<file path="src/sv/wtlc_pkg.sv">
// ----------------------------------------------------------------------------
// wtlc_pkg
// Types and codes shared by the write-through LRU block cache tag engine.
// ----------------------------------------------------------------------------
package wtlc_pkg;

  // index and rank fields in the chain and update structs are sized for the largest slot count
  localparam int IDX_W = 6;

  localparam logic [1:0] MODE_READ  = 2'd0;
  localparam logic [1:0] MODE_SYN   = 2'd1;
  localparam logic [1:0] MODE_WRITE = 2'd2;
  // ignored request kind, leaves the state alone
  localparam logic [1:0] MODE_RSVD  = 2'd3;

  localparam logic [1:0] ACC_NONE  = 2'd0;
  localparam logic [1:0] ACC_READ  = 2'd1;
  localparam logic [1:0] ACC_SYN   = 2'd2;
  localparam logic [1:0] ACC_WRITE = 2'd3;

  typedef struct packed {
    logic [1:0]  mode;
    logic [31:0] blk_num;
    logic        lower_synthetic;
  } req_t;

  typedef struct packed {
    logic        hit;
    logic [3:0]  slot_index;
    logic        evicted_valid;
    logic [31:0] evicted_number;
    logic [1:0]  lower_access;
    logic        filled;
  } rsp_t;

  // lookup result rippled from cell to cell
  typedef struct packed {
    logic             found;
    logic [IDX_W-1:0] hit_idx;
    logic [IDX_W-1:0] hit_rank;
    logic             hit_syn;
    logic [IDX_W-1:0] vic_idx;
    logic             vic_valid;
    logic [31:0]      vic_tag;
  } chain_t;

  // update broadcast to every cell
  typedef struct packed {
    logic             en;
    logic [IDX_W-1:0] sel;
    logic             tag_we;
    logic [31:0]      tag;
    logic             valid_we;
    logic             valid_val;
    logic             syn_we;
    logic             syn_val;
    logic             move;
    logic [IDX_W-1:0] mv_rank;
  } upd_t;

  typedef enum logic [1:0] {
    ST_IDLE,
    ST_LOOK,
    ST_UPD
  } state_t;

endpackage

</file>
<file path="src/sv/wtlc_cell.sv">
// ----------------------------------------------------------------------------
// wtlc_cell
// One cache slot: tag, valid, synthetic mark and recency rank. Adds its
// match and victim status to the lookup chain and applies the update.
// ----------------------------------------------------------------------------
module wtlc_cell #(
  parameter int SLOT_COUNT = 16,
  parameter int IDX        = 0
) (
  input  logic            clk,
  input  logic            rst,
  input  logic [31:0]     key,
  input  wtlc_pkg::chain_t cin,
  output wtlc_pkg::chain_t cout,
  input  wtlc_pkg::upd_t  upd
);

  localparam int IW = (SLOT_COUNT > 1) ? $clog2(SLOT_COUNT) : 1;
  localparam logic [IW-1:0] RANK_MAX = IW'(SLOT_COUNT - 1);
  localparam logic [wtlc_pkg::IDX_W-1:0] MY_IDX = wtlc_pkg::IDX_W'(IDX);

  logic [31:0]   tag;
  logic          valid;
  logic          syn;
  logic [IW-1:0] rank;
  logic          me;

  assign me = (upd.sel == MY_IDX);

  always_comb begin
    cout = cin;
    if (!cin.found && valid && (tag == key)) begin
      cout.found    = 1'b1;
      cout.hit_idx  = MY_IDX;
      cout.hit_rank = wtlc_pkg::IDX_W'(rank);
      cout.hit_syn  = syn;
    end
    if (rank == '0) begin
      cout.vic_idx   = MY_IDX;
      cout.vic_valid = valid;
      cout.vic_tag   = tag;
    end
  end

  // tag has no reset, it is only read while valid
  always_ff @(posedge clk) begin
    if (upd.en && me && upd.tag_we) begin
      tag <= upd.tag;
    end
  end

  always_ff @(posedge clk) begin
    if (rst) begin
      valid <= 1'b0;
      syn   <= 1'b0;
      rank  <= IW'(IDX);
    end else if (upd.en) begin
      if (me && upd.valid_we) begin
        valid <= upd.valid_val;
      end
      if (me && upd.syn_we) begin
        syn <= upd.syn_val;
      end
      if (upd.move) begin
        if (me) begin
          rank <= RANK_MAX;
        end else if (wtlc_pkg::IDX_W'(rank) > upd.mv_rank) begin
          rank <= rank - 1'b1;
        end
      end
    end
  end

endmodule

</file>
<file path="src/sv/write_through_lru_block_cache.sv">
// ----------------------------------------------------------------------------
// write_through_lru_block_cache
// Tag and recency engine of a fully associative write-through block cache
// with LRU replacement, built as a row of slot cells.
//
//   channel  handshake          payload
//   req      req_valid/stall    wtlc_pkg::req_t  (mode, block, lower synthetic)
//   rsp      rsp_valid/stall    wtlc_pkg::rsp_t  (one result per request)
//
// a request passes through a lookup state that ripples the tag compare and victim
// search down the cell row, then an update state that broadcasts the update to all cells
// a new request is taken in the update state, so the next request is accepted as the
// last one finishes, provided the response register drains
// reset (synchronous) clears valid and synthetic marks, ranks start at slot
// index; no clearing pass
// a stalled response holds the update cycle until the response slot frees
// ----------------------------------------------------------------------------
module write_through_lru_block_cache #(
  parameter int SLOT_COUNT = 16
) (
  input  logic            clk,
  input  logic            rst,
  input  logic            req_valid,
  output logic            req_stall,
  input  wtlc_pkg::req_t  req,
  output logic            rsp_valid,
  input  logic            rsp_stall,
  output wtlc_pkg::rsp_t  rsp
);

  wtlc_pkg::state_t state, state_next;
  wtlc_pkg::req_t   cur;
  wtlc_pkg::chain_t lk;
  wtlc_pkg::chain_t chain [SLOT_COUNT+1];
  wtlc_pkg::upd_t   upd;
  wtlc_pkg::rsp_t   res;
  logic             out_free;
  logic             req_take;
  logic             finish;
  logic             fill;
  logic [31:0]      slot_ext;

  assign chain[0] = '0;

  for (genvar i = 0; i < SLOT_COUNT; i++) begin : g_cell
    wtlc_cell #(
      .SLOT_COUNT(SLOT_COUNT),
      .IDX       (i)
    ) u_cell (
      .clk (clk),
      .rst (rst),
      .key (cur.blk_num),
      .cin (chain[i]),
      .cout(chain[i+1]),
      .upd (upd)
    );
  end

  assign out_free = !rsp_valid || !rsp_stall;
  assign req_take = req_valid && !req_stall;

  always_comb begin
    req_stall  = 1'b1;
    finish     = 1'b0;
    state_next = state;
    unique case (state)
      wtlc_pkg::ST_IDLE: begin
        req_stall = 1'b0;
        if (req_valid) begin
          state_next = wtlc_pkg::ST_LOOK;
        end
      end
      wtlc_pkg::ST_LOOK: begin
        state_next = wtlc_pkg::ST_UPD;
      end
      wtlc_pkg::ST_UPD: begin
        if (out_free) begin
          finish     = 1'b1;
          req_stall  = 1'b0;
          state_next = req_valid ? wtlc_pkg::ST_LOOK : wtlc_pkg::ST_IDLE;
        end
      end
      default: begin
        state_next = wtlc_pkg::ST_IDLE;
      end
    endcase
  end

  // decide the update and the result from the latched lookup
  always_comb begin
    upd      = '0;
    res      = '0;
    fill     = 1'b0;
    slot_ext = '0;
    upd.tag  = cur.blk_num;
    if (cur.mode != wtlc_pkg::MODE_RSVD) begin
      upd.en = finish;
      if (lk.found) begin
        res.hit     = 1'b1;
        slot_ext    = 32'(lk.hit_idx);
        upd.sel     = lk.hit_idx;
        upd.move    = 1'b1;
        upd.mv_rank = lk.hit_rank;
        if (cur.mode == wtlc_pkg::MODE_READ && lk.hit_syn) begin
          upd.syn_we       = 1'b1;
          res.lower_access = wtlc_pkg::ACC_READ;
        end else if (cur.mode == wtlc_pkg::MODE_WRITE) begin
          res.lower_access = wtlc_pkg::ACC_WRITE;
        end
      end else begin
        fill = !(cur.mode == wtlc_pkg::MODE_READ && cur.lower_synthetic);
        res.evicted_valid  = lk.vic_valid;
        res.evicted_number = lk.vic_valid ? lk.vic_tag : 32'd0;
        unique case (cur.mode)
          wtlc_pkg::MODE_READ: res.lower_access = wtlc_pkg::ACC_READ;
          wtlc_pkg::MODE_SYN:  res.lower_access = wtlc_pkg::ACC_SYN;
          default:             res.lower_access = wtlc_pkg::ACC_WRITE;
        endcase
        res.filled    = fill;
        upd.sel       = lk.vic_idx;
        upd.tag_we    = fill;
        upd.valid_we  = 1'b1;
        upd.valid_val = fill;
        upd.syn_we    = 1'b1;
        upd.syn_val   = fill && (cur.mode == wtlc_pkg::MODE_SYN);
        // victim always holds rank zero
        upd.move      = fill;
        upd.mv_rank   = '0;
        if (fill) begin
          slot_ext = 32'(lk.vic_idx);
        end
      end
    end
    res.slot_index = slot_ext[3:0];
  end

  always_ff @(posedge clk) begin
    if (rst) begin
      state <= wtlc_pkg::ST_IDLE;
    end else begin
      state <= state_next;
    end
  end

  always_ff @(posedge clk) begin
    if (req_take) begin
      cur <= req;
    end
    if (state == wtlc_pkg::ST_LOOK) begin
      lk <= chain[SLOT_COUNT];
    end
    if (finish) begin
      rsp <= res;
    end
  end

  always_ff @(posedge clk) begin
    if (rst) begin
      rsp_valid <= 1'b0;
    end else if (finish) begin
      rsp_valid <= 1'b1;
    end else if (!rsp_stall) begin
      rsp_valid <= 1'b0;
    end
  end

`ifndef SYNTHESIS
  a_rsp_from_upd: assert property (@(posedge clk) disable iff (rst)
    $rose(rsp_valid) |-> $past(state == wtlc_pkg::ST_UPD))
    else $error("response raised outside update cycle");

  a_take_to_look: assert property (@(posedge clk) disable iff (rst)
    (req_valid && !req_stall) |=> (state == wtlc_pkg::ST_LOOK))
    else $error("accepted request did not start a lookup");

  a_hit_no_fill: assert property (@(posedge clk) disable iff (rst)
    rsp_valid |-> !(rsp.hit && (rsp.filled || rsp.evicted_valid)))
    else $error("hit response also filled or evicted");

  a_stall_holds_upd: assert property (@(posedge clk) disable iff (rst)
    (state == wtlc_pkg::ST_UPD && rsp_valid && rsp_stall)
      |=> (state == wtlc_pkg::ST_UPD))
    else $error("update completed while response slot was busy");
`endif

endmodule

</file>
<file path="config.mk">
export PLATFORM = sky130hd
export DESIGN_NAME = write_through_lru_block_cache
export DESIGN_NICKNAME = d
export VERILOG_FILES = /design/src/sv/wtlc_pkg.sv /design/src/sv/wtlc_cell.sv /design/src/sv/write_through_lru_block_cache.sv
export SDC_FILE = /design/constraint.sdc
export NUM_CORES = 2
export LEC_CHECK = 0
export BUFFER_PORTS_ARGS = -buffer_cell sky130_fd_sc_hd__buf_2
export CAP_MARGIN = 20
export CELL_PAD_IN_SITES_DETAIL_PLACEMENT = 0
export CELL_PAD_IN_SITES_GLOBAL_PLACEMENT = 1
export CORE_AREA = 2 2 367 260
export DETAILED_ROUTE_END_ITERATION = 10
export DIE_AREA = 0 0 369 262
export PLACE_DENSITY_LB_ADDON = 0.12
export SLEW_MARGIN = 10
export SYNTH_ARGS = -nofsm -noshare
export SYNTH_HDL_FRONTEND = slang
export SYNTH_HIERARCHICAL = 1
export SYNTH_SLANG_ARGS = --single-unit
</file>
<file path="constraint.sdc">
create_clock -name clk -period 17 [get_ports clk]
set_clock_uncertainty 0.2 [all_clocks]
set_input_delay 1.7 -clock clk [delete_from_list [all_inputs] [get_ports clk]]
set_output_delay 1.7 -clock clk [all_outputs]
set_load 0.05 [all_outputs]
</file>
==> results.cfg <==
[clocking]
cts_hold_buf = 0
worstSkewPairLatency_ps = 650
cts.sinks = 740
cts_buffer_depth = 3
cts_htree_levels = 3
clkTransAtPathRegs_ps = 60
cts_tree = built
cts_setup_buffers = 0
cts-resized-gates = 0
cts_root_buffer = clkbuf_16
cts_buffers = 79

[setup_path]
r2r_start = cur[32]
crit_family = simple AND/OR/NAND/NOR gates
r2r_cells = 51
cp_slowest_stage_delay_ps = 1190
crit_path_max_fanout = 32
crit_arrival_ps = 15580
crit_path_start_kind = flop
worst-r2r-setup-slack_ps = 1610
worst-setup-path-type = reg2reg
slowest_stage = nor4_1
end_kind = flop
worstPathRequired_ps = 17200
r2r-end = lk[43]
cp_num_buf_inv = 1
startpoint = cur[32]

[placed_design]
post-dp-hpwl_mm = 87.0
dpl.cell_count = 4607
placed_area_um2 = 43900
place.gp.congestion = 0.863
place.port_buffers = 81

[timing]
drv_slew = 0
tightest_slew_ps = 1390
period_share = 0.905
rsz0062_at_grt = no
finalSetupViolCount = 0
setup_tns_ps = 0
period_minus_slack_ps = 15390
finalHoldViolCount = 0
slew_headroom = 0.0646
fmax_mhz = 65.0

[hold_path]
min_path_cells = 1
hp-start = g_cell[15].u_cell/rank[0]
hold_end = g_cell[15].u_cell/rank[0]
worstHoldPathType = reg2reg

[layout]
drive_above_1_share = 0.279
layout_commonest_cell = edfxtp_1
finalNetCount = 3559
area_growth_pct = 12.3
final_cell_mix = edfxtp_1 (641), mux2_2 (555), xnor2_1 (496)
fin_cells = 4756
stdcell_area_um2 = 46700

[power]
p_leak_uw = 0.0157
irDropWorstVdd_mv = 0.0793
power_uw = 4360
power_density_nw_per_um2 = 93.3

[grt]
grt_antenna_before_repair = 6
first_global_vias = 27099
grt_first_pass_wirelength_mm = 188
grt_start_max_net_pins = 79
grt_overflow_total = 0
track_usage = 0.268

[die]
rows = 94
dieArea_um2 = 96700
die_w_um = 369
io_pins = 82
die_y_um = 262
initial_core_util = 0.446
coreArea_um2 = 93100

[yosys]
ys_ff_latch = 740
netlist_area_um2 = 41600
yosysSeqAreaShare = 0.511
syn-instance-count = 3235
yosysWarnings = 6
synthFlopType = edfxtp_1
synth-edff-count = 641
ys_types = 77
synth_area_per_cell_um2 = 12.9
async_flop_share = 0

[route]
dr.pass1.iters = 7
drt_iter0_drc = 2876
remaining_drc_errors = 0
routed_wl_mm = 131
via_count = 27473
routedWlPerCell_um = 27.6
drtAntennaViolNets = 0
via_per_inst = 5.78

[status]
status = finished clean

[flow_run]
maxCapViolations = 0
-- worst max-delay path by stage --
stage	end	slack (ps)	depth (start not counted)
2_1_floorplan	lk[39]	6940	50
3_3_place_gp	lk[39]	2910	51
3_5_place_dp	lk[43]	2110	51
4_1_cts	lk[43]	2020	51
5_1_grt	lk[43]	530	51
6_report	lk[43]	1610	51
-- flip-flops by register name, indices dropped and copies added, names as in the netlist --
name,count
lk,53
g_cell.u_cell/syn,16
rsp,41
rsp_valid,1
g_cell.u_cell/rank,64
state,2
g_cell.u_cell/tag,512
cur,35
g_cell.u_cell/valid,16
-- routing by layer --
layer	global-route usage	wire length [µm]	part of all wire
met5	0	41	0.00031
met2	0.407	57200	0.44
met4	0.0709	3220	0.025
met3	0.0393	8780	0.067
met1	0.400	62000	0.47
-- cells in the mapped netlist, types with 16 or more instances --
library cell,n,share of area
a211oi_1,25,0.0045
a21oi_1,36,0.0043
and2_1,95,0.014
and3_1,29,0.0044
buf_2,50,0.0060
buf_6,16,0.0043
clkbuf_1,20,0.0018
dfxtp_1,99,0.048
edfxtp_1,641,0.46
ha_1,80,0.024
inv_1,107,0.0097
mux2_2,555,0.15
mux2i_1,38,0.0091
nand2_1,56,0.0051
nand2b_1,19,0.0029
nand3_1,64,0.0077
nand4_1,139,0.021
nor2_1,88,0.0079
nor2b_1,83,0.012
nor3_1,47,0.0057
nor3b_1,58,0.010
nor4_1,24,0.0036
o21a_1,23,0.0042
o21ai_1,41,0.0049
or2_2,31,0.0047
or2b_1,33,0.0060
xnor2_1,496,0.10
xor2_1,16,0.0034
-- layout make-up --
| cell class | count | area [µm²] |
|---|---|---|
| diodes | 2 | 5.00 |
| clock buffers | 99 | 2070 |
| clock inverters | 48 | 659 |
| fillers | 8141 | 46500 |
| inverters | 107 | 402 |
| multi-input cells | 2341 | 19700 |
| flip-flops and latches | 740 | 21200 |
| well taps | 1248 | 1560 |
| repair buffers | 171 | 1080 |
-- where the power goes --
part	switching (µW)	internal, µW	total, µW
Sequential	22.2	2000	2020
Clock	775	1080	1850
Combinational	269	213	482
-- metrics by stage --
stage / hold slack, ps / setup WS [ps] / utilization
finish: 280 / 1610 / 0.501
global route: 319 / 529 / 0.501
CTS: 275 / 2020 / 0.501
detailed placement: 261 / 2110 / 0.472
global placement: 262 / 2910 / 0.472
floorplan: 236 / 6940 / -
-- cell families after synthesis --
group | count (synthesis) | synth area share
flip-flops | 740 | 0.511
other | 1 | 0.0000902
multiplexers | 607 | 0.163
AND/OR/NAND/NOR | 870 | 0.134
buffers and inverters | 207 | 0.0242
AO/OA/AOI/OAI | 218 | 0.0364
adder cells (fa/ha/maj) | 80 | 0.0241
XOR/XNOR | 512 | 0.108
(Power assumes the default switching activity.)
